===== src/rtl/bwb_pkg.sv =====
package bwb_pkg;

   // message store geometry
   localparam int MAX_WORDS   = 32;
   localparam int MAX_RESULTS = 31;
   localparam int IDX_W       = $clog2(MAX_WORDS);
   localparam int WCNT_W      = 6;
   localparam int CNT_W       = 5;

   // input command codes
   typedef enum logic [1:0] {
      CMD_MSG   = 2'd0,
      CMD_WRITE = 2'd1,
      CMD_ACK   = 2'd2
   } cmd_type;

   // result kinds
   typedef enum logic [2:0] {
      KIND_MEM_WRITE = 3'd0,
      KIND_READ_BUF  = 3'd1,
      KIND_SLOT_A    = 3'd2,
      KIND_SLOT_B    = 3'd3,
      KIND_PASSWORD  = 3'd4,
      KIND_RESET     = 3'd5
   } kind_type;

   // mode command words
   localparam logic [15:0] WORD_BOOT      = 16'hB105;
   localparam logic [15:0] WORD_RESET_REQ = 16'hB007;
   localparam logic [15:0] WORD_EAV_OFF   = 16'hEA40;
   localparam logic [15:0] WORD_EAV_ON    = 16'hEA41;
   localparam logic [15:0] PW_EAV         = 16'hEA4E;

   // unlock message
   localparam logic [15:0] UNLOCK_ADDR = 16'h10C0;
   localparam logic [7:0]  UNLOCK_B2   = 8'hAB;
   localparam logic [7:0]  UNLOCK_B3   = 8'h1E;
   localparam logic [7:0]  UNLOCK_CHK  =
      8'(UNLOCK_ADDR[15:8] + UNLOCK_ADDR[7:0] + UNLOCK_B2 + UNLOCK_B3);

   // reply lengths
   localparam logic [2:0] LEN_BUF  = 3'd5;
   localparam logic [2:0] LEN_SLOT = 3'd4;

   // sequencer states
   typedef enum logic [2:0] {
      ST_IDLE,
      ST_READ,
      ST_WRITE,
      ST_ACK,
      ST_UNLOCK,
      ST_PASSWORD,
      ST_CMD_REPLY,
      ST_RESET_REQ
   } state_type;

   // message store port
   typedef struct packed {
      logic             wr_en;
      logic [IDX_W-1:0] wr_idx;
      logic [15:0]      wr_data;
      logic             rd_en;
      logic [IDX_W-1:0] rd_idx;
   } mem_req_type;

endpackage


===== src/rtl/bwb_ifs.sv =====
// request channel into the handler
interface bwb_req_if;
   logic        valid;
   logic        ready;
   logic [1:0]  command;
   logic [15:0] data_word;
   logic        start_of_message;

   modport source (output valid, output command, output data_word,
                   output start_of_message, input ready);
   modport sink   (input valid, input command, input data_word,
                   input start_of_message, output ready);
endinterface

// result channel out of the handler
interface bwb_rsp_if;
   logic        valid;
   logic        ready;
   logic [2:0]  kind;
   logic [15:0] mem_address;
   logic [15:0] mem_data;
   logic [4:0]  reply_offset;
   logic [2:0]  reply_length;
   logic [7:0]  reply_byte0;
   logic [7:0]  reply_byte1;
   logic [7:0]  reply_byte2;
   logic [7:0]  reply_byte3;
   logic [7:0]  reply_byte4;
   logic        last;

   modport source (output valid, output kind, output mem_address, output mem_data,
                   output reply_offset, output reply_length, output reply_byte0,
                   output reply_byte1, output reply_byte2, output reply_byte3,
                   output reply_byte4, output last, input ready);
   modport sink   (input valid, input kind, input mem_address, input mem_data,
                   input reply_offset, input reply_length, input reply_byte0,
                   input reply_byte1, input reply_byte2, input reply_byte3,
                   input reply_byte4, input last, output ready);
endinterface


===== src/rtl/bwb_store.sv =====
module bwb_store (
   input  logic                clock,
   input  bwb_pkg::mem_req_type mem_req,
   output logic [15:0]         rd_data
);
   import bwb_pkg::*;

   logic [15:0] mem [MAX_WORDS];
   logic [15:0] rd_data_ff;

   // one write port, one registered read port
   always_ff @(posedge clock) begin
      if (mem_req.wr_en) begin
         mem[mem_req.wr_idx] <= mem_req.wr_data;
      end
      if (mem_req.rd_en) begin
         rd_data_ff <= mem[mem_req.rd_idx];
      end
   end

   assign rd_data = rd_data_ff;

endmodule


===== src/rtl/bwb_ctrl.sv =====
module bwb_ctrl (
   input  logic                 clock,
   input  logic                 reset,
   bwb_req_if.sink              req_ch,
   bwb_rsp_if.source            rsp_ch,
   output bwb_pkg::mem_req_type mem_req,
   input  logic [15:0]          rd_data
);
   import bwb_pkg::*;

   // control state
   state_type          state_ff, state_in;
   logic [WCNT_W-1:0]  wr_cnt_ff, wr_cnt_in;
   logic               eav_ff, eav_in;
   logic               slot_a_ff, slot_a_in;
   logic               slot_b_ff, slot_b_in;

   // payload registers
   logic [15:0]        hdr_ff, hdr_in;
   logic [15:0]        addr_ff, addr_in;
   logic [15:0]        wa_ff, wa_in;
   logic [7:0]         sum_ff, sum_in;
   logic [CNT_W-1:0]   idx_ff, idx_in;
   logic [15:0]        cmd_ff, cmd_in;

   logic [CNT_W-1:0]   cnt;
   logic [WCNT_W-1:0]  wr_next;
   logic [WCNT_W-1:0]  done_cnt;
   logic [WCNT_W-1:0]  rd_pos;
   logic [CNT_W-1:0]   idx_next;
   logic [7:0]         sum_next;
   logic               over;
   logic [15:0]        pw_value;

   assign cnt      = hdr_ff[12:8];
   assign wr_next  = (wr_cnt_ff != '1) ? wr_cnt_ff + WCNT_W'(1) : wr_cnt_ff;
   assign done_cnt = WCNT_W'(cnt) + WCNT_W'(2);
   assign rd_pos   = WCNT_W'(idx_ff) + WCNT_W'(2);
   assign idx_next = idx_ff + CNT_W'(1);
   assign sum_next = sum_ff + req_ch.data_word[15:8] + req_ch.data_word[7:0];
   assign over     = (int'(cnt) + 2 > MAX_WORDS) || (int'(cnt) + 1 > MAX_RESULTS);

   // password that goes with the stored mode command
   always_comb begin
      unique case (cmd_ff)
         WORD_RESET_REQ: pw_value = WORD_RESET_REQ;
         WORD_EAV_ON:    pw_value = PW_EAV;
         default:        pw_value = WORD_BOOT;
      endcase
   end

   always_ff @(posedge clock) begin
      if (reset) begin
         state_ff  <= ST_IDLE;
         wr_cnt_ff <= '0;
         eav_ff    <= 1'b0;
         slot_a_ff <= 1'b0;
         slot_b_ff <= 1'b0;
      end else begin
         state_ff  <= state_in;
         wr_cnt_ff <= wr_cnt_in;
         eav_ff    <= eav_in;
         slot_a_ff <= slot_a_in;
         slot_b_ff <= slot_b_in;
      end
   end

   always_ff @(posedge clock) begin
      hdr_ff  <= hdr_in;
      addr_ff <= addr_in;
      wa_ff   <= wa_in;
      sum_ff  <= sum_in;
      idx_ff  <= idx_in;
      cmd_ff  <= cmd_in;
   end

   // sequencer: next state, store port and result fields
   always_comb begin
      state_in  = state_ff;
      wr_cnt_in = wr_cnt_ff;
      eav_in    = eav_ff;
      slot_a_in = slot_a_ff;
      slot_b_in = slot_b_ff;
      hdr_in    = hdr_ff;
      addr_in   = addr_ff;
      wa_in     = wa_ff;
      sum_in    = sum_ff;
      idx_in    = idx_ff;
      cmd_in    = cmd_ff;

      mem_req         = '0;
      mem_req.wr_data = req_ch.data_word;

      req_ch.ready        = (state_ff == ST_IDLE);
      rsp_ch.valid        = 1'b0;
      rsp_ch.kind         = KIND_MEM_WRITE;
      rsp_ch.mem_address  = '0;
      rsp_ch.mem_data     = '0;
      rsp_ch.reply_offset = '0;
      rsp_ch.reply_length = '0;
      rsp_ch.reply_byte0  = '0;
      rsp_ch.reply_byte1  = '0;
      rsp_ch.reply_byte2  = '0;
      rsp_ch.reply_byte3  = '0;
      rsp_ch.reply_byte4  = '0;
      rsp_ch.last         = 1'b0;

      unique case (state_ff)
         ST_IDLE: begin
            if (req_ch.valid) begin
               unique case (cmd_type'(req_ch.command))
                  CMD_MSG: begin
                     if (req_ch.start_of_message) begin
                        // header opens a new message
                        hdr_in         = req_ch.data_word;
                        wr_cnt_in      = WCNT_W'(1);
                        sum_in         = '0;
                        mem_req.wr_en  = 1'b1;
                        mem_req.wr_idx = '0;
                     end else if (wr_cnt_ff != '0) begin
                        if (int'(wr_cnt_ff) < MAX_WORDS) begin
                           mem_req.wr_en  = 1'b1;
                           mem_req.wr_idx = wr_cnt_ff[IDX_W-1:0];
                        end
                        if (wr_cnt_ff == WCNT_W'(1)) begin
                           addr_in = req_ch.data_word;
                        end
                        wr_cnt_in = wr_next;
                        sum_in    = sum_next;
                        // last word of the message: check and launch
                        if (wr_next == done_cnt) begin
                           wr_cnt_in = '0;
                           wa_in     = addr_ff;
                           idx_in    = '0;
                           if (sum_next == hdr_ff[7:0]) begin
                              if (cnt == '0) begin
                                 state_in = ST_UNLOCK;
                              end else if (!over) begin
                                 state_in = ST_READ;
                              end
                           end
                        end
                     end
                  end
                  CMD_WRITE: begin
                     cmd_in = req_ch.data_word;
                     if (req_ch.data_word == WORD_BOOT ||
                         req_ch.data_word == WORD_EAV_OFF) begin
                        eav_in   = 1'b0;
                        state_in = ST_PASSWORD;
                     end else if (req_ch.data_word == WORD_EAV_ON) begin
                        eav_in   = 1'b1;
                        state_in = ST_PASSWORD;
                     end else if (req_ch.data_word == WORD_RESET_REQ) begin
                        state_in = ST_PASSWORD;
                     end
                  end
                  CMD_ACK: begin
                     if (eav_ff) begin
                        slot_a_in = 1'b0;
                        slot_b_in = 1'b0;
                     end
                  end
                  default: ;
               endcase
            end
         end
         ST_READ: begin
            mem_req.rd_en  = 1'b1;
            mem_req.rd_idx = rd_pos[IDX_W-1:0];
            state_in       = ST_WRITE;
         end
         ST_WRITE: begin
            rsp_ch.valid       = 1'b1;
            rsp_ch.kind        = KIND_MEM_WRITE;
            rsp_ch.mem_address = wa_ff;
            rsp_ch.mem_data    = rd_data;
            if (rsp_ch.ready) begin
               wa_in = wa_ff + 16'd2;
               if (idx_next == cnt) begin
                  state_in = ST_ACK;
               end else begin
                  idx_in   = idx_next;
                  state_in = ST_READ;
               end
            end
         end
         ST_ACK: begin
            rsp_ch.valid       = 1'b1;
            rsp_ch.last        = 1'b1;
            rsp_ch.reply_byte0 = 8'(cnt);
            rsp_ch.reply_byte1 = hdr_ff[7:0];
            rsp_ch.reply_byte2 = addr_ff[15:8];
            rsp_ch.reply_byte3 = addr_ff[7:0];
            if (!eav_ff) begin
               rsp_ch.kind         = KIND_READ_BUF;
               rsp_ch.reply_offset = {hdr_ff[15:13], 2'b00};
               rsp_ch.reply_length = LEN_BUF;
            end else if (slot_a_ff && !slot_b_ff) begin
               rsp_ch.kind         = KIND_SLOT_B;
               rsp_ch.reply_length = LEN_SLOT;
            end else begin
               rsp_ch.kind         = KIND_SLOT_A;
               rsp_ch.reply_length = LEN_SLOT;
            end
            if (rsp_ch.ready) begin
               if (eav_ff && slot_a_ff && !slot_b_ff) begin
                  slot_b_in = 1'b1;
               end else if (eav_ff) begin
                  slot_a_in = 1'b1;
               end
               state_in = ST_IDLE;
            end
         end
         ST_UNLOCK: begin
            rsp_ch.valid        = 1'b1;
            rsp_ch.last         = 1'b1;
            rsp_ch.kind         = KIND_READ_BUF;
            rsp_ch.reply_length = LEN_BUF;
            rsp_ch.reply_byte1  = (addr_ff == UNLOCK_ADDR) ? UNLOCK_CHK : hdr_ff[7:0];
            rsp_ch.reply_byte2  = UNLOCK_B2;
            rsp_ch.reply_byte3  = UNLOCK_B3;
            if (rsp_ch.ready) begin
               state_in = ST_IDLE;
            end
         end
         ST_PASSWORD: begin
            rsp_ch.valid    = 1'b1;
            rsp_ch.kind     = KIND_PASSWORD;
            rsp_ch.mem_data = pw_value;
            if (rsp_ch.ready) begin
               state_in = (cmd_ff == WORD_RESET_REQ) ? ST_RESET_REQ : ST_CMD_REPLY;
            end
         end
         ST_CMD_REPLY: begin
            rsp_ch.valid        = 1'b1;
            rsp_ch.last         = 1'b1;
            rsp_ch.kind         = KIND_READ_BUF;
            rsp_ch.reply_length = (cmd_ff == WORD_BOOT) ? LEN_BUF : LEN_SLOT;
            rsp_ch.reply_byte0  = cmd_ff[15:8];
            rsp_ch.reply_byte1  = cmd_ff[7:0];
            if (rsp_ch.ready) begin
               state_in = ST_IDLE;
            end
         end
         ST_RESET_REQ: begin
            rsp_ch.valid = 1'b1;
            rsp_ch.last  = 1'b1;
            rsp_ch.kind  = KIND_RESET;
            if (rsp_ch.ready) begin
               state_in = ST_IDLE;
            end
         end
         default: state_in = ST_IDLE;
      endcase
   end

endmodule


===== src/rtl/block_write_bootloader_handler_unit.sv =====
// Block-write bootloader handler.
// req_ch carries one request per handshake: a message word (command 0, with
// start_of_message on the header), a mode command word (command 1) or an
// acknowledge event (command 2). rsp_ch carries the results: memory writes,
// a reply for the read buffer or an ID slot, a password write, a reset request.
// The final result of a request has last set; a request may cause none.
// req_ch.ready is high only while no result is pending, so requests are taken
// one per cycle while idle. The word that completes a good message with data
// words starts a pass over the message store: each data word is read from the
// single read port of the store in ST_READ, then given as a write result in
// ST_WRITE, and an acknowledgement result in ST_ACK closes the pass. A good
// message with no data words gives one unlock reply instead. A mode command
// gives two results. Bad sums and oversized messages give nothing and the
// block stays ready.
// A stalled receiver holds the current result steady until it is taken.
// Synchronous reset closes any open message, clears the eavesdrop flag and
// both ID slots; store contents are not cleared and need no clearing pass.
module block_write_bootloader_handler_unit (
   input logic       clock,
   input logic       reset,
   bwb_req_if.sink   req_ch,
   bwb_rsp_if.source rsp_ch
);
   import bwb_pkg::*;

   mem_req_type mem_req;
   logic [15:0] rd_data;

   // sequencer with address and sum adders
   bwb_ctrl u_ctrl (
      .clock   (clock),
      .reset   (reset),
      .req_ch  (req_ch),
      .rsp_ch  (rsp_ch),
      .mem_req (mem_req),
      .rd_data (rd_data)
   );

   // message word store
   bwb_store u_store (
      .clock   (clock),
      .mem_req (mem_req),
      .rd_data (rd_data)
   );

endmodule


===== src/flat_wrapper.sv =====
// flat-port wrapper written by rule: the top's interface ports become plain ports
module block_write_bootloader_handler_unit_flat import bwb_pkg::*;
  (clock, reset, req_ch_valid, req_ch_command, req_ch_data_word, req_ch_start_of_message, req_ch_ready, rsp_ch_valid, rsp_ch_kind, rsp_ch_mem_address, rsp_ch_mem_data, rsp_ch_reply_offset, rsp_ch_reply_length, rsp_ch_reply_byte0, rsp_ch_reply_byte1, rsp_ch_reply_byte2, rsp_ch_reply_byte3, rsp_ch_reply_byte4, rsp_ch_last, rsp_ch_ready);
  bwb_req_if req_ch_i ();
  bwb_rsp_if rsp_ch_i ();
  input logic clock;
  input logic reset;
  input wire logic [$bits(req_ch_i.valid)-1:0] req_ch_valid;
  input wire logic [$bits(req_ch_i.command)-1:0] req_ch_command;
  input wire logic [$bits(req_ch_i.data_word)-1:0] req_ch_data_word;
  input wire logic [$bits(req_ch_i.start_of_message)-1:0] req_ch_start_of_message;
  output wire logic [$bits(req_ch_i.ready)-1:0] req_ch_ready;
  output wire logic [$bits(rsp_ch_i.valid)-1:0] rsp_ch_valid;
  output wire logic [$bits(rsp_ch_i.kind)-1:0] rsp_ch_kind;
  output wire logic [$bits(rsp_ch_i.mem_address)-1:0] rsp_ch_mem_address;
  output wire logic [$bits(rsp_ch_i.mem_data)-1:0] rsp_ch_mem_data;
  output wire logic [$bits(rsp_ch_i.reply_offset)-1:0] rsp_ch_reply_offset;
  output wire logic [$bits(rsp_ch_i.reply_length)-1:0] rsp_ch_reply_length;
  output wire logic [$bits(rsp_ch_i.reply_byte0)-1:0] rsp_ch_reply_byte0;
  output wire logic [$bits(rsp_ch_i.reply_byte1)-1:0] rsp_ch_reply_byte1;
  output wire logic [$bits(rsp_ch_i.reply_byte2)-1:0] rsp_ch_reply_byte2;
  output wire logic [$bits(rsp_ch_i.reply_byte3)-1:0] rsp_ch_reply_byte3;
  output wire logic [$bits(rsp_ch_i.reply_byte4)-1:0] rsp_ch_reply_byte4;
  output wire logic [$bits(rsp_ch_i.last)-1:0] rsp_ch_last;
  input wire logic [$bits(rsp_ch_i.ready)-1:0] rsp_ch_ready;
  assign req_ch_i.valid = req_ch_valid;
  assign req_ch_i.command = req_ch_command;
  assign req_ch_i.data_word = req_ch_data_word;
  assign req_ch_i.start_of_message = req_ch_start_of_message;
  assign req_ch_ready = req_ch_i.ready;
  assign rsp_ch_valid = rsp_ch_i.valid;
  assign rsp_ch_kind = rsp_ch_i.kind;
  assign rsp_ch_mem_address = rsp_ch_i.mem_address;
  assign rsp_ch_mem_data = rsp_ch_i.mem_data;
  assign rsp_ch_reply_offset = rsp_ch_i.reply_offset;
  assign rsp_ch_reply_length = rsp_ch_i.reply_length;
  assign rsp_ch_reply_byte0 = rsp_ch_i.reply_byte0;
  assign rsp_ch_reply_byte1 = rsp_ch_i.reply_byte1;
  assign rsp_ch_reply_byte2 = rsp_ch_i.reply_byte2;
  assign rsp_ch_reply_byte3 = rsp_ch_i.reply_byte3;
  assign rsp_ch_reply_byte4 = rsp_ch_i.reply_byte4;
  assign rsp_ch_last = rsp_ch_i.last;
  assign rsp_ch_i.ready = rsp_ch_ready;
  block_write_bootloader_handler_unit u_core (.clock(clock), .reset(reset), .req_ch(req_ch_i), .rsp_ch(rsp_ch_i));
endmodule

===== config.mk =====
export PLATFORM = sky130hd
export DESIGN_NAME = block_write_bootloader_handler_unit_flat
export DESIGN_NICKNAME = d
export VERILOG_FILES = /design/src/rtl/bwb_pkg.sv /design/src/rtl/bwb_ifs.sv /design/src/rtl/bwb_store.sv /design/src/rtl/bwb_ctrl.sv /design/src/rtl/block_write_bootloader_handler_unit.sv /design/src/flat_wrapper.sv
export SDC_FILE = /design/constraint.sdc
export NUM_CORES = 1
export LEC_CHECK = 0
export BUFFER_PORTS_ARGS = -buffer_cell sky130_fd_sc_hd__buf_2
export CAP_MARGIN = 10
export CORE_UTILIZATION = 57
export DETAILED_ROUTE_END_ITERATION = 6
export GPL_TIMING_DRIVEN = 0
export HOLD_SLACK_MARGIN = 0.12
export PLACE_DENSITY = 0.74
export REMOVE_ABC_BUFFERS = 1
export SLEW_MARGIN = 10
export SYNTH_ARGS = -nofsm -noshare
export SYNTH_HDL_FRONTEND = slang
export SYNTH_SLANG_ARGS = --single-unit

===== constraint.sdc =====
create_clock -name clock -period 6.9 [get_ports clock]
set_clock_uncertainty 0.2 [all_clocks]
set_input_delay 0.345 -clock clock [delete_from_list [all_inputs] [get_ports clock]]
set_output_delay 0.345 -clock clock [all_outputs]
set_load 0.03 [all_outputs]

Word-level counts from Yosys, hierarchy flattened. Memories as Yosys holds them, arrays and structs flattened. A register that Yosys moved wholly into a read port is not among the register bits. Index checks and enable logic that the tools add are counted.

$add $sub $neg: 9. Eq/ne operators: 44. Magnitude comparators: 3. Mux-type cells: 76. Bitwise gates (word level): 1. Reduce and logical (&&, ||, !) cells: 27.

Operators by type and width (count): $eq 16x16->1 const B (7); $mux 16 (7); $mux 6 (11); $pmux 16 s2 (2); $pmux 8 s2 (3); $mux 5 (9); $mux 3 (13); $pmux 15 s2 (1); $pmux 8 s3 (1); $mux 1 (18); $ne 2x2->1 const B (9); $add 16x2->16 const B (1); $add 8x8->8 (2); $eq 16x13->1 const B (1); $mux 8 (2); $pmux 3 s5 (1); $reduce_and 7->1 (2); $add 5x2->6 const B (2); $eq 3x3->1 const B (4); $ne 2x1->1 const B (6); $ne 3x3->1 const B (4); $pmux 3 s4 (1); $reduce_and 4->1 (3); $reduce_and 6->1 (2); 39 further kinds (48).

Word-level logic and storage cells: 172. Memory bits (writable): 512. Register bits after elaboration: 89. Input port bits: 23. Output and inout bits: 86. Memories kept: 1.

Memories: u_core.u_store.mem (words 32, width 16, read ports 1, clocked after Yosys merged registers in 1, wr ports 1, line bwb_store.sv:8) `logic [15:0] mem [MAX_WORDS];`.

Depth between registers and ports, before layout.
Depth after elaboration: 12. Depth in mapped cells: 12. Mapped depth without buffers: 12.

Hierarchy. From an unflattened synthesis, not the netlist that was laid out.

Cells, all modules: 1739. Area, all modules: 26527.9 um^2.

By module, submodules not included: bwb_store (cells each 1143, seq. area each 15855.2 um^2, area an instance 20694.8 um^2, instances 1); bwb_ctrl (cells each 596, seq. area each 2552.4 um^2, area an instance 5833.1 um^2, instances 1).

Worst setup path before layout. OpenSTA, ideal clock, no wires.

Kind: register to register. From: register u_core.u_ctrl.state_ff[0]. To: memory u_core.u_store.mem[15][0], enable pin. Data required time: 6312 ps. Library setup time: 388 ps. Setup slack: 3454 ps. Data arrival time: 2858 ps. Period minus slack after synthesis: 3446 ps. Buffers on the path: 1. Cell stages (with the launch flop): 8. Cell sequence: dfxtp_1 clkbuf_1 nor3_2 nand3_1 or3_1 nor2_1 nand3_1 nor2_1.

Longest elaborated chain between the ends: 4.

Ends and longest elaborated chain: from (decl) (line bwb_ctrl.sv:12) `state_type state_ff, state_in;`; from (signal assigned) (line bwb_ctrl.sv:60) `state_ff <= state_in;`; $logic_not 3->1 (*); net req_ch_ready (line flat_wrapper.sv:12) `output wire logic [$bits(req_ch_i.ready)-1:0] req_ch_ready;`; $mux 6 (*) (line bwb_ctrl.sv:108) `unique case (state_ff)`; $mux 1 (line bwb_store.sv:13) `if (mem_req.wr_en) begin`; $mux 1 (implied by the code) (line bwb_store.sv:14) `mem[mem_req.wr_idx] <= mem_req.wr_data;`; to (decl) (line bwb_store.sv:8).

The timed path passes the listed nets; every way through them passes the cells marked *.

Final worst setup path.
From: register u_core.u_ctrl.state_ff[0]. To: register u_core.u_store.rd_data_ff[10] (netlist: u_core.u_store.rd_data[10]), read port of u_core.u_store.mem (data pin).

Longest elaborated chain between the ends: 2.

Ends and longest elaborated chain: $eq 3x1->1 (line bwb_ctrl.sv:108); $mux 6 (line bwb_ctrl.sv:108); to (decl) (line bwb_store.sv:9) `logic [15:0] rd_data_ff;`.

No other way between the ends. A chain may end at the register's enable or synchronous reset.

==> flow_summary.toml <==
[status]
status = "finished clean"

[synth]
syn-cell-area_sq_mm = 0.02681
yosys-top-cells-area = "edfxtp_1 (68%), mux2i_1 (4.2%), a221oi_1 (2.1%)"
synthArstFlopShare_pct = 0
syn_inst = 1914
synth_edf_count = 605
yosys.area.top_type = "edfxtp_1"
synth-seq-area-share_pct = 68.65
netlist_top_cells_count = "edfxtp_1 (605), nand2_1 (134), mux2i_1 (113)"
synth.most_common_cell = "edfxtp_1"
yosysWarningCount = 0
ys.flop_type = "edfxtp_1"
ys_ff_latch = 617
synthDominantCellAreaShare_pct = 67.76
syn_avg_cell_area_sq_um = 14.01
synth.distinct_cells = 67

[clock_network]
htree_num_levels = 2
insertion_delay_ns = 0.63
cts_resized = 0
clockBufferDepth = 3
cts_tree = "yes"
tritoncts.num_buffers = 59
clk_pin_slew_ns = 0.06
root_buffer = "clkbuf_16"
numClockSinks = 617

[critical_path]
worstPathMaxFanout = 49
endpoint_kind = "register"
cpMaxStageDelayCell = "a2111oi_0"
setup.worst_path.class = "reg2reg"
rr_startpoint = "u_core.u_ctrl.state_ff[0]"
ff2ff_setup_slack_ns = 1.79
path_buf_inv = 5
path_cells = "or3b_4 -> buf_16 -> nor2_4 -> buf_16 -> buf_12 -> buf_12 -> buf_16 -> a221oi_1 -> a211oi_1 -> nor3_1 -> a2111oi_0 -> a41o_1"
worstReg2RegEnd = "u_core.u_store.rd_data[10]"
r2r_cells = 12
slowest_delay_ns = 1.14
startpoint_type = "register"
crit_arrival_ns = 5.39
required_ns = 7.17
critPathTopFamily = "compound AO/OA/AOI/OAI gates"
critPathMostFrequentCell = "buf_16"

[global_route]
grt_pass1_vias = 17120
gr-usage-all-layers_pct = 29.31
overflow = 0
antenna_found_initial = 5
grt_max_degree = 86
grt_first_pass_wirelength_um = 104400

[floorplan]
die_x_um = 218.9
io_pins = 109
rows = 79
start_util_pct = 57.71
die_area_sq_mm = 0.04791
core_sq_mm = 0.04646
die_h_um = 218.9

[hold_path]
hp-class = "in2reg"
hold-path-cell-count = 1
min_to = "u_core.u_store.mem[5][13]"
hp-start = "req_ch_data_word[13]"

[final_layout]
diodes = 0
syn2layout_area_growth_pct = 14.29
drive_above_1_share_pct = 14.33
final_util_pct = 65.96
nNetsFinal = 2043

[sta]
fmax_mhz = 195.6
maxSlewHeadroom_pct = 4.732
hold_viol = 0
setup-violations-final = 0
rsz0062_at_grt = "no"
period_share_pct = 74.11
worst_slack_ns = 1.786
fin_crit_ns = 5.114
maxSlewViolCount = 0
tightest_slew_ns = 1.393

[job]
maxCapViolCount = 0

[drt]
drt_iter0_markers = 2327
wl_um = 70440
drc = 0
routedWlPerCell_um = 26.56
dr.pass1.iters = 6
vias = 18030
antenna_left = 0
vias_per_cell = 6.798

[power]
power.leakage_nw = 10.47
ir_drop_mv = 0.3541
power_density_mw_per_mm2 = 333.6

[placed_design]
portBuffers = 97
gp_congestion = 0.8752
place_ws_ns = 1.973
dp_hpwl_um = 43630
==> worst max-delay path by stage <==
stage	endpoint	slack [ns]	cells past startpoint	from
after detailed placement	u_core.u_store.rd_data[10]	1.97	12	u_core.u_ctrl.state_ff[0]
after global routing	u_core.u_store.rd_data[10]	1.78	12	u_core.u_ctrl.state_ff[0]
after CTS	u_core.u_store.rd_data[10]	1.98	12	u_core.u_ctrl.state_ff[0]
final	u_core.u_store.rd_data[10]	1.79	12	u_core.u_ctrl.state_ff[0]
after global placement	u_core.u_store.rd_data[10]	-9.29	6	u_core.u_ctrl.idx_ff[1]
after floorplan	u_core.u_store.rd_data[0]	-2.10	5	u_core.u_ctrl.idx_ff[1]
==> cell families (layout without fill, tap and decap cells) <==
| family | Yosys count | after routing | share of synthesized area (%) |
|---|---|---|---|
| compound gates | 475 | 475 | 12.58 |
| xor+xnor | 44 | 44 | 1.437 |
| fa+ha+maj | 21 | 21 | 1.204 |
| buf+inv | 178 | 299 | 3.019 |
| flops | 617 | 617 | 68.65 |
| mux | 113 | 113 | 4.219 |
| other cells | 1 | 11 | 0.01399 |
| simple gates | 465 | 465 | 8.876 |
==> sequential cells by signal, summed over array words and instances, names as in the netlist <==
register,cells
u_core.u_ctrl.eav_ff,1
u_core.u_ctrl.cmd_ff,16
u_core.u_ctrl.addr_ff,16
u_core.u_ctrl.state_ff,3
u_core.u_store.mem,512
u_core.u_ctrl.hdr_ff,16
u_core.u_ctrl.idx_ff,5
u_core.u_ctrl.wa_ff,16
u_core.u_ctrl.slot_a_ff,1
u_core.u_ctrl.sum_ff,8
u_core.u_ctrl.wr_cnt_ff,6
u_core.u_ctrl.slot_b_ff,1
u_core.u_store.rd_data,16
==> routing by layer <==
layer  part of all wire [%]  wire length [um]  track usage, %
met5                      0                 0               0
met4                    3.6              2502           11.37
met3                    8.3              5839           3.909
met2                     48             33470           46.21
met1                     41             28630           41.65
==> through the flow <==
stage	hold slack (ns)	setup TNS (ns)	instances	total power [W]	cell area (sq um)
6_report	0.1744	0	2652	0.01022	30640
5_1_grt	0.1959	0	2652	0.01054	30640
4_1_cts	0.1614	0	2652	0.01019	30640
3_5_place_dp	0.2940	0	2537	0.007093	28700
3_3_place_gp	0.2770	-164.36	2471	0.006950	27370
2_1_floorplan	0.2141	-33.61	1767	0.006014	26120
==> placed cells by master, fill, tap and decap left out, types with 11 or more instances in the layout <==
| cell | Yosys | final |
|---|---|---|
| edfxtp_1 | 605 | 605 |
| nand2_1 | 134 | 134 |
| mux2i_1 | 113 | 113 |
| a21oi_1 | 112 | 111 |
| buf_2 | 25 | 97 |
| and3_1 | 69 | 69 |
| a221oi_1 | 65 | 65 |
| clkbuf_16 | 0 | 59 |
| a211oi_1 | 55 | 55 |
| o22ai_1 | 50 | 50 |
| a2111oi_0 | 49 | 49 |
| nor2_1 | 82 | 46 |
| nand3_1 | 42 | 42 |
| o21ai_0 | 36 | 36 |
| nor2_2 | 0 | 34 |
| buf_8 | 0 | 30 |
| nor3_1 | 29 | 27 |
| a21o_1 | 24 | 24 |
| xnor2_1 | 25 | 24 |
| and2_1 | 23 | 22 |
| a31oi_1 | 21 | 21 |
| inv_1 | 20 | 19 |
| xor2_1 | 19 | 19 |
| clkbuf_1 | 100 | 19 |
| or4_1 | 17 | 17 |
| buf_16 | 0 | 17 |
| a2111o_1 | 16 | 16 |
| a41o_1 | 16 | 16 |
| ha_1 | 13 | 13 |
| nor2b_1 | 11 | 11 |
| conb_1 | 1 | 11 |
| dfxtp_1 | 12 | 11 |
==> power by group <==
| part | total [W] | internal (W) | switching (W) |
|---|---|---|---|
| Sequential | 0.00437 | 0.00426 | 0.000107 |
| Combinational | 0.00271 | 0.000934 | 0.00177 |
| Clock | 0.00315 | 0.00177 | 0.00139 |
==> what timing repair did <==
action                                  CTS  global route
endpoints found under the setup margin    0             0
endpoints found under the hold margin    21             0
hold buffers                              8             0
buffers inserted                          0             0
==> area by class of cell <==
cell class	instances	area, sq um
sequential	617	18410
fill	3193	15810
multi-input combinational	1129	7764
timing repair buffer	171	1773
clock buffer	78	1548
tap	607	759.5
clock inverter	29	306.5
inverter	21	83.83
Note: power is estimated with default switching activity, not from simulation.
